===== src/design/msbb_pkg.sv =====
// shared constants, types and helpers for the msb-first bit string builder
// no dependencies; used by msbb_ram users, msbb_merge and msb_bit_string_builder

package msbb_pkg;

    // store geometry
    localparam int STORE_BYTES = 128;
    localparam int CAP_BITS    = STORE_BYTES * 8;
    localparam int ADDR_W      = $clog2(STORE_BYTES);
    localparam int CUR_W       = $clog2(CAP_BITS + 1);

    // item field widths
    localparam int OP_W    = 3;
    localparam int VAL_W   = 64;
    localparam int CNT_W   = 7;
    localparam int IDX_W   = 7;
    localparam int POS_W   = 11;
    localparam int BYTE_W  = 8;

    // pending bit source: a coin word is a 4-bit length over up to 64 data bits
    localparam int SRC_W   = VAL_W + 4;
    localparam int REM_W   = 7;
    localparam int TAKE_W  = 4;
    localparam int OFF_W   = 3;

    // packed port widths
    localparam int S_DATA_W = ((VAL_W + CNT_W + IDX_W + 7) / 8) * 8;
    localparam int M_DATA_W = ((POS_W + BYTE_W + 1 + 7) / 8) * 8;

    typedef enum logic [OP_W-1:0] {
        OP_CLEAR  = 3'd0,
        OP_WRITE  = 3'd1,
        OP_COINS  = 3'd2,
        OP_PAD    = 3'd3,
        OP_READ   = 3'd4
    } t_op;

    // merge unit request and answer
    typedef struct packed {
        logic [BYTE_W-1:0] old_byte;
        logic [OFF_W-1:0]  off;
        logic [REM_W-1:0]  rem;
        logic [SRC_W-1:0]  src;
    } t_mrg_req;

    typedef struct packed {
        logic [BYTE_W-1:0] new_byte;
        logic [TAKE_W-1:0] take;
    } t_mrg_rsp;

    // number of significant bytes of a coin amount
    function automatic logic [3:0] coin_len(input logic [VAL_W-1:0] v);
        logic [3:0] len;
        len = 4'd0;
        for (int i = 0; i < 8; i++) begin
            if (v[i*8 +: 8] != 8'd0) begin
                len = 4'(i + 1);
            end
        end
        return len;
    endfunction

    // coin word: length nibble directly above the significant bytes
    function automatic logic [SRC_W-1:0] coin_src(input logic [VAL_W-1:0] v,
                                                  input logic [3:0] len);
        logic [VAL_W-1:0] vmask;
        logic [6:0]       sh;
        sh    = {len, 3'b000};
        vmask = (len >= 4'd8) ? {VAL_W{1'b1}} : ((VAL_W'(1) << sh) - VAL_W'(1));
        return (SRC_W'(len) << sh) | SRC_W'(v & vmask);
    endfunction

endpackage


===== src/design/msbb_ram.sv =====
// generic single-write, single-read ram with registered read data
// no dependencies

module msbb_ram #(
    parameter int WIDTH = 8,
    parameter int DEPTH = 128
) (
    input  logic                     i_clk,
    input  logic                     i_we,
    input  logic [$clog2(DEPTH)-1:0] i_waddr,
    input  logic [WIDTH-1:0]         i_wdata,
    input  logic [$clog2(DEPTH)-1:0] i_raddr,
    output logic [WIDTH-1:0]         o_rdata
);

    logic [WIDTH-1:0] r_mem [DEPTH];
    logic [WIDTH-1:0] r_rdata;

    // write port
    always_ff @(posedge i_clk) begin
        if (i_we) begin
            r_mem[i_waddr] <= i_wdata;
        end
    end

    // registered read port
    always_ff @(posedge i_clk) begin
        r_rdata <= r_mem[i_raddr];
    end

    assign o_rdata = r_rdata;

endmodule


===== src/design/msbb_merge.sv =====
// byte merge unit: places the next bits of the pending source into one store byte
// depends on msbb_pkg

module msbb_merge (
    input  msbb_pkg::t_mrg_req i_req,
    output msbb_pkg::t_mrg_rsp o_rsp
);

    logic [msbb_pkg::TAKE_W-1:0] avail;
    logic [msbb_pkg::TAKE_W-1:0] take;
    logic [msbb_pkg::REM_W-1:0]  sh;
    logic [msbb_pkg::SRC_W-1:0]  shifted;
    logic [msbb_pkg::BYTE_W-1:0] tmask;
    logic [msbb_pkg::BYTE_W-1:0] chunk;
    logic [msbb_pkg::OFF_W-1:0]  pos;
    logic [msbb_pkg::BYTE_W-1:0] bmask;

    // bits that fit in this byte
    always_comb begin
        avail = msbb_pkg::TAKE_W'(8) - msbb_pkg::TAKE_W'(i_req.off);
        if (i_req.rem < msbb_pkg::REM_W'(avail)) begin
            take = msbb_pkg::TAKE_W'(i_req.rem);
        end else begin
            take = avail;
        end
    end

    // top take bits of the remaining string, zero above the source
    always_comb begin
        sh      = i_req.rem - msbb_pkg::REM_W'(take);
        shifted = i_req.src >> sh;
        tmask   = msbb_pkg::BYTE_W'((9'h1 << take) - 9'h1);
        chunk   = shifted[msbb_pkg::BYTE_W-1:0] & tmask;
    end

    // drop the chunk in below the already written bits
    always_comb begin
        pos            = msbb_pkg::OFF_W'(msbb_pkg::TAKE_W'(8) - msbb_pkg::TAKE_W'(i_req.off)
                                          - take);
        bmask          = tmask << pos;
        o_rsp.new_byte = (i_req.old_byte & ~bmask) | ((chunk << pos) & bmask);
        o_rsp.take     = take;
    end

endmodule


===== src/design/msb_bit_string_builder.sv =====
// msb-first bit string builder: byte store in ram, read-modify-write sequencer
// clear and unused ops go straight to done, read byte passes a readback state; a write, coin
// write or pad touching B store bytes does one ram read and one ram write per byte
// throughput: one word at a time, the next word is taken once the result is registered
// reset: synchronous active low, clears cursor, overflow flag and per-byte valid bits
// a store byte whose valid bit is clear reads as zero; clear op drops all valid bits at once

module msb_bit_string_builder (
    input  logic                          i_clk,
    input  logic                          i_rst_n,
    input  logic                          i_s_tvalid,
    output logic                          o_s_tready,
    // value[63:0], bit_count[70:64], byte_index[77:71], zero fill
    input  logic [msbb_pkg::S_DATA_W-1:0] i_s_tdata,
    // op[2:0]
    input  logic [msbb_pkg::OP_W-1:0]     i_s_tuser,
    output logic                          o_m_tvalid,
    input  logic                          i_m_tready,
    // bit_position[10:0], read_data[18:11], overflow[19], zero fill
    output logic [msbb_pkg::M_DATA_W-1:0] o_m_tdata
);

    typedef enum logic [4:0] {
        S_IDLE  = 5'b00001,
        S_STEP  = 5'b00010,
        S_MERGE = 5'b00100,
        S_RDBK  = 5'b01000,
        S_DONE  = 5'b10000
    } t_state;

    t_state r_state, n_state;

    logic [msbb_pkg::CUR_W-1:0]  r_cursor, n_cursor;
    logic                        r_ovf, n_ovf;
    logic [msbb_pkg::REM_W-1:0]  r_rem, n_rem;
    logic [msbb_pkg::SRC_W-1:0]  r_src, n_src;
    logic [msbb_pkg::BYTE_W-1:0] r_rd_data, n_rd_data;
    logic [msbb_pkg::ADDR_W-1:0] r_addr, n_addr;
    logic                        r_rd_vld, n_rd_vld;
    logic [msbb_pkg::STORE_BYTES-1:0] r_valid, n_valid;
    logic                        r_m_valid, n_m_valid;
    logic [msbb_pkg::M_DATA_W-1:0] r_m_data, n_m_data;

    // input word fields
    msbb_pkg::t_op               in_op;
    logic [msbb_pkg::VAL_W-1:0]  in_value;
    logic [msbb_pkg::CNT_W-1:0]  in_count;
    logic [msbb_pkg::IDX_W-1:0]  in_index;
    logic                        in_acc;
    logic [3:0]                  clen;
    logic [msbb_pkg::OFF_W-1:0]  cur_off;

    // ram and merge hookup
    logic                        ram_we;
    logic [msbb_pkg::BYTE_W-1:0] ram_rdata;
    logic [msbb_pkg::ADDR_W-1:0] ram_raddr;
    logic [msbb_pkg::BYTE_W-1:0] old_byte;
    msbb_pkg::t_mrg_req          mrg_req;
    msbb_pkg::t_mrg_rsp          mrg_rsp;

    assign in_op    = msbb_pkg::t_op'(i_s_tuser);
    assign in_value = i_s_tdata[msbb_pkg::VAL_W-1:0];
    assign in_count = i_s_tdata[msbb_pkg::VAL_W +: msbb_pkg::CNT_W];
    assign in_index = i_s_tdata[msbb_pkg::VAL_W + msbb_pkg::CNT_W +: msbb_pkg::IDX_W];
    assign in_acc   = i_s_tvalid && o_s_tready;
    assign clen     = msbb_pkg::coin_len(in_value);
    assign cur_off  = r_cursor[msbb_pkg::OFF_W-1:0];
    assign old_byte = r_rd_vld ? ram_rdata : '0;

    assign o_s_tready = (r_state == S_IDLE);
    assign o_m_tvalid = r_m_valid;
    assign o_m_tdata  = r_m_data;

    // byte store
    msbb_ram #(
        .WIDTH (msbb_pkg::BYTE_W),
        .DEPTH (msbb_pkg::STORE_BYTES)
    ) u_store (
        .i_clk   (i_clk),
        .i_we    (ram_we),
        .i_waddr (r_addr),
        .i_wdata (mrg_rsp.new_byte),
        .i_raddr (ram_raddr),
        .o_rdata (ram_rdata)
    );

    // bit placement into the fetched byte
    assign mrg_req.old_byte = old_byte;
    assign mrg_req.off      = cur_off;
    assign mrg_req.rem      = r_rem;
    assign mrg_req.src      = r_src;

    msbb_merge u_merge (
        .i_req (mrg_req),
        .o_rsp (mrg_rsp)
    );

    // sequencer
    always_comb begin
        n_state   = r_state;
        n_cursor  = r_cursor;
        n_ovf     = r_ovf;
        n_rem     = r_rem;
        n_src     = r_src;
        n_rd_data = r_rd_data;
        n_addr    = r_addr;
        n_rd_vld  = r_rd_vld;
        n_valid   = r_valid;
        ram_we    = 1'b0;
        ram_raddr = r_cursor[msbb_pkg::ADDR_W+2:3];

        unique case (r_state)
            S_IDLE: begin
                if (in_acc) begin
                    n_rd_data = '0;
                    n_state   = S_DONE;
                    unique case (in_op)
                        msbb_pkg::OP_CLEAR: begin
                            n_cursor = '0;
                            n_ovf    = 1'b0;
                            n_valid  = '0;
                        end
                        msbb_pkg::OP_WRITE: begin
                            n_src   = msbb_pkg::SRC_W'(in_value);
                            n_rem   = msbb_pkg::REM_W'(in_count);
                            n_state = S_STEP;
                        end
                        msbb_pkg::OP_COINS: begin
                            n_src   = msbb_pkg::coin_src(in_value, clen);
                            n_rem   = msbb_pkg::REM_W'({clen, 3'b000}) + msbb_pkg::REM_W'(4);
                            n_state = S_STEP;
                        end
                        msbb_pkg::OP_PAD: begin
                            // a one, then zeros up to the byte boundary; nothing when already aligned
                            n_src   = msbb_pkg::SRC_W'(8'h80 >> cur_off);
                            n_rem   = (cur_off == '0) ? '0
                                    : msbb_pkg::REM_W'(4'd8 - msbb_pkg::TAKE_W'(cur_off));
                            n_state = S_STEP;
                        end
                        msbb_pkg::OP_READ: begin
                            if (32'(in_index) < msbb_pkg::STORE_BYTES) begin
                                ram_raddr = msbb_pkg::ADDR_W'(in_index);
                                n_rd_vld  = r_valid[msbb_pkg::ADDR_W'(in_index)];
                                n_state   = S_RDBK;
                            end
                        end
                        default: begin
                        end
                    endcase
                end
            end
            S_STEP: begin
                priority if (r_rem == '0) begin
                    n_state = S_DONE;
                end else if (32'(r_cursor) >= msbb_pkg::CAP_BITS) begin
                    // store full: remaining bits are dropped
                    n_ovf   = 1'b1;
                    n_state = S_DONE;
                end else begin
                    n_addr   = r_cursor[msbb_pkg::ADDR_W+2:3];
                    n_rd_vld = r_valid[r_cursor[msbb_pkg::ADDR_W+2:3]];
                    n_state  = S_MERGE;
                end
            end
            S_MERGE: begin
                ram_we          = 1'b1;
                n_valid[r_addr] = 1'b1;
                n_cursor        = r_cursor + msbb_pkg::CUR_W'(mrg_rsp.take);
                n_rem           = r_rem - msbb_pkg::REM_W'(mrg_rsp.take);
                n_state         = S_STEP;
            end
            S_RDBK: begin
                n_rd_data = old_byte;
                n_state   = S_DONE;
            end
            S_DONE: begin
                if (!r_m_valid || i_m_tready) begin
                    n_state = S_IDLE;
                end
            end
            default: begin
                n_state = S_IDLE;
            end
        endcase
    end

    // output register
    always_comb begin
        n_m_valid = r_m_valid;
        n_m_data  = r_m_data;
        if (r_m_valid && i_m_tready) begin
            n_m_valid = 1'b0;
        end
        if (r_state == S_DONE && (!r_m_valid || i_m_tready)) begin
            n_m_valid = 1'b1;
            n_m_data  = msbb_pkg::M_DATA_W'({r_ovf, r_rd_data,
                                              msbb_pkg::POS_W'(r_cursor)});
        end
    end

    // control state
    always_ff @(posedge i_clk) begin
        if (!i_rst_n) begin
            r_state   <= S_IDLE;
            r_cursor  <= '0;
            r_ovf     <= 1'b0;
            r_valid   <= '0;
            r_m_valid <= 1'b0;
        end else begin
            r_state   <= n_state;
            r_cursor  <= n_cursor;
            r_ovf     <= n_ovf;
            r_valid   <= n_valid;
            r_m_valid <= n_m_valid;
        end
    end

    // payload
    always_ff @(posedge i_clk) begin
        r_rem     <= n_rem;
        r_src     <= n_src;
        r_rd_data <= n_rd_data;
        r_addr    <= n_addr;
        r_rd_vld  <= n_rd_vld;
        r_m_data  <= n_m_data;
    end

`ifndef ASSERT_OFF
    // cursor never runs past the store
    a_cursor_cap: assert property (@(posedge i_clk) disable iff (!i_rst_n)
        32'(r_cursor) <= msbb_pkg::CAP_BITS)
        else $error("bit cursor past store capacity");

    // overflow only comes up with the store full
    a_ovf_full: assert property (@(posedge i_clk) disable iff (!i_rst_n)
        $rose(r_ovf) |-> (32'(r_cursor) == msbb_pkg::CAP_BITS))
        else $error("overflow set with room left");

    // a merge always has bits to place and writes inside the store
    a_merge_work: assert property (@(posedge i_clk) disable iff (!i_rst_n)
        (r_state == S_MERGE) |-> (r_rem != '0 && mrg_rsp.take != '0))
        else $error("merge step with nothing to write");

    // cursor only moves back on a clear taken in idle
    a_cursor_mono: assert property (@(posedge i_clk) disable iff (!i_rst_n)
        (r_state != S_IDLE) |=> (r_cursor >= $past(r_cursor)))
        else $error("bit cursor moved back during an op");
`endif

endmodule


===== config.mk =====
export PLATFORM = sky130hd
export DESIGN_NAME = msb_bit_string_builder
export DESIGN_NICKNAME = d
export VERILOG_FILES = /design/src/design/msbb_pkg.sv /design/src/design/msbb_ram.sv /design/src/design/msbb_merge.sv /design/src/design/msb_bit_string_builder.sv
export SDC_FILE = /design/constraint.sdc
export NUM_CORES = 2
export LEC_CHECK = 0
export ABC_AREA = 1
export CAP_MARGIN = 30
export CORE_ASPECT_RATIO = 0.9
export CORE_MARGIN = 5
export CORE_UTILIZATION = 50
export CTS_BUF_LIST = sky130_fd_sc_hd__clkbuf_8
export DETAILED_ROUTE_END_ITERATION = 10
export DONT_BUFFER_PORTS = 1
export MAX_ROUTING_LAYER = met4
export PLACE_DENSITY = 0.68
export RECOVER_POWER = 50
export REMOVE_ABC_BUFFERS = 1
export SLEW_MARGIN = 20
export SYNTH_ARGS = -nofsm -noshare
export SYNTH_HDL_FRONTEND = slang
export SYNTH_SLANG_ARGS = --single-unit

===== constraint.sdc =====
create_clock -name i_clk -period 7.3 [get_ports i_clk]
set_clock_uncertainty 0.15 [all_clocks]
set_input_delay 0.73 -clock i_clk [delete_from_list [all_inputs] [get_ports i_clk]]
set_output_delay 0.73 -clock i_clk [all_outputs]
set_load 0.01 [all_outputs]

==> impl_metrics.toml <==
[critical_path]
critical_path.reg2reg.startpoint = "r_cursor[0]"
worst-endpoint-required_ns = 7.79
cp_top_family = "buffers and inverters"
worstPathBufferInverterCount = 6
worst_setup_path_end_kind = "flop"
start_to_end_type_of_the_worst_setup_path = "flop to flop"
crit_path_top_delay_cell = "sky130_fd_sc_hd__inv_4"
setup.worst_path.start_class = "flop"
path_max_fanout = 63
cp_common_cell = "sky130_fd_sc_hd__nand2_1"
cp-startpoint = "r_cursor[0]"
timing.critical_path.arrival_ns = 6.98
critPathMaxStageDelay_ns = 0.56

[yosys]
post_synthesis_cell_area_sq_mm = 0.0574
count_of_mapped_cells_out_of_synthesis = 5536
syn_area_per_cell_sq_um = 10.4
synth.distinct_cells = 57
async_flop_share = 0
seq_area_frac_synth = 0.647
number_of_enable_type_register_cells_in_the_synthesized_netlist = 1134
yosys_warnings = 0
ys_ff_latch = 1288
postSynth.topFlopCell = "sky130_fd_sc_hd__edfxtp_1"

[finish]
nNetsFinal = 5728
final_core_util = 0.553
drive_gt1_frac = 0.0686
synthToLayoutAreaGrowth_pct = 10.3

[global_route]
groute.usage.overall = 0.264
grt_pass1_vias = 40500
wire_length_of_the_first_global_routing_pass_microns = 244000
gr-usage-met3 = 0.0430
grt_util_met2 = 0.407
globalRoute.busiestLayer = "met2"
gr-total-overflow = 0
pin_count_of_the_biggest_net_entering_global_routing = 217
antenna_violations_before_repair = 1
global_route.usage.met1 = 0.360

[clock_network]
tritoncts = "built"
cts.repair_timing.setup_buffer_count = 0
cts.sink_count = 1288
clk_pin_slew_ns = 0.06
htree_levels = 4
post_cts.resized_instances = 0
clock_insertion_delay_worst_skew_ns = 0.90
clockBufferDepth = 3
root_buffer_cell = "sky130_fd_sc_hd__clkbuf_8"
cts_inserted_buffers = 196

[die]
die_w_microns = 367
core.rowCount = 118
die-height_microns = 331
core_area_sq_mm = 0.115
floorplan.initialDensity = 0.501
dieArea_sq_mm = 0.122
i_o_pins = 113

[detailed_routing]
detail_route.vias_per_cell = 6.01
drt_pre_antenna_iters = 6
drc_errors = 0
drtIter0Drc = 5436
vias = 43800
post_drt_wl_per_cell_microns = 22.1
totalWireLength_microns = 161000
final_antenna_net_count = 0

[sta]
timing.final.crit_share = 0.889
finalCriticalPeriod_ns = 6.49
final-max-slew-violation-count = 467
hold_violations = 0
max_clock_freq_mhz = 154
setup_viol_count_final = 0
timing.slew.headroom = -1.53
tightestPinTransition_ns = 3.80
setup_repair_after_global_routing_missed_its_margin = "false"

[power]
power_leakage_nw = 21.2
total_power_mw = 17.0
maximum_vdd_drop_mv = 0.243
power.density_mw_per_mm2 = 269

[run]
timing.max_cap.violations = 9

[place]
io_buffer_count = 0
routabilityCongestion = 0.938
detailedPlacementHpwl_microns = 92300

[status]
outcome = "complete, but fails checks"
failing_checks = "capacitance limit, slew limit"

[min_path]
worst_hold_class = "primary input to flop"
holdCritStartpoint = "i_s_tdata[25]"
[placed cells by master (no fill, tap or decap), types with 73 or more instances in the layout]
master,count
sky130_fd_sc_hd__clkbuf_1,117
sky130_fd_sc_hd__nand2_1,519
sky130_fd_sc_hd__buf_4,73
sky130_fd_sc_hd__nor2_1,860
sky130_fd_sc_hd__inv_1,339
sky130_fd_sc_hd__nand3_1,286
sky130_fd_sc_hd__edfxtp_1,1134
sky130_fd_sc_hd__a31oi_1,77
sky130_fd_sc_hd__clkbuf_8,207
sky130_fd_sc_hd__o22ai_1,255
sky130_fd_sc_hd__nor3_1,141
sky130_fd_sc_hd__o21ai_0,931
sky130_fd_sc_hd__dlygate4sd3_1,76
sky130_fd_sc_hd__a21oi_1,173
sky130_fd_sc_hd__dfxtp_1,154
[layout make-up]
| class | instances | area, sq um |
|---|---|---|
| inverter | 292 | 1130 |
| timing repair buffer | 283 | 2070 |
| clock inverter | 154 | 703 |
| multi-input combinational | 3561 | 17500 |
| antenna | 1 | 2.50 |
| sequential | 1288 | 37100 |
| clock buffer | 207 | 2850 |
| tap | 1500 | 1880 |
| fill | 9886 | 51200 |
[final timing paths]
kind	endpoint	slack, ns	cells past startpoint
worst max-delay path	u_store.r_mem[19][1]	0.81	25
worst min-delay path	r_src[25]	0.11	3
worst max register to register	u_store.r_mem[19][1]	0.81	25
worst min register to register	o_m_tdata[19]	0.29	0
[per-stage QoR]
stage	instances	setup WS, ns	area [sq um]	TNS (ns)	hold slack, ns
6_report	7286	0.814	63300	0	0.107
3_3_place_gp	6845	1.06	59500	0	0.266
3_5_place_dp	6846	0.927	59500	0	0.278
4_1_cts	7283	0.918	63800	0	0.00168
5_1_grt	7286	0.286	63300	0	0.0648
2_1_floorplan	5141	-4.16	55600	-742.80	0.250
[state kept, by name, summed over array words and instances, names as in the netlist]
register and count:
r_addr 7, o_m_tvalid 1, u_store.o_rdata 8, r_valid 128, r_src 67, o_m_tdata 20
r_state 5, r_ovf 1, r_rd_data 8, r_rem 7, r_rd_vld 1, r_cursor 11
u_store.r_mem 1024
[logic make-up after synthesis]
| logic type | Yosys count | share of synthesized area |
|---|---|---|
| other | 1 | 0.0000653 |
| muxes | 7 | 0.00122 |
| buffers and inverters | 692 | 0.0501 |
| AOI/OAI and AO/OA | 1631 | 0.159 |
| and+or+nand+nor | 1892 | 0.137 |
| xor gates and xnor gates | 6 | 0.00118 |
| DFF | 1288 | 0.647 |
| adders and majority gates | 19 | 0.00414 |
[cells in the mapped netlist (all sizes together) (78+ instances only)]
library cell / number / area share
edfxtp: 1134 / 0.59
buf: 120 / 0.012
nand3: 291 / 0.025
inv: 285 / 0.019
dfxtp: 154 / 0.054
nor3: 149 / 0.013
nand2: 532 / 0.036
nor2: 866 / 0.057
o21ai: 954 / 0.084
a21oi: 173 / 0.015
o22ai: 255 / 0.028
a31oi: 78 / 0.0086
clkbuf: 280 / 0.018
[metal layers]
layer | routed length, microns | part of all wire
met1 | 65500 | 0.41
met2 | 75300 | 0.47
met3 | 15400 | 0.095
met4 | 5000 | 0.031
met5 | 0 | 0
[where the power goes]
| group | internal (mW) | switching, mW |
|---|---|---|
| registers | 8.80 | 0.0331 |
| clock network | 2.69 | 2.79 |
| logic | 0.619 | 2.09 |
| total | 12.1 | 4.91 |
[worst min-delay path, cell delays in order]
cell and delay [ns]:
sky130_fd_sc_hd__nand2_1 0.03, sky130_fd_sc_hd__o21ai_0 0.06, sky130_fd_sc_hd__a22o_1 0.19
[repair_timing]
item,4_1_cts,5_1_grt
endpoints found under the setup margin,0,0
hold endpoints to repair,82,0
hold buffers,76,0
Power figures use the tool's default switching activity.
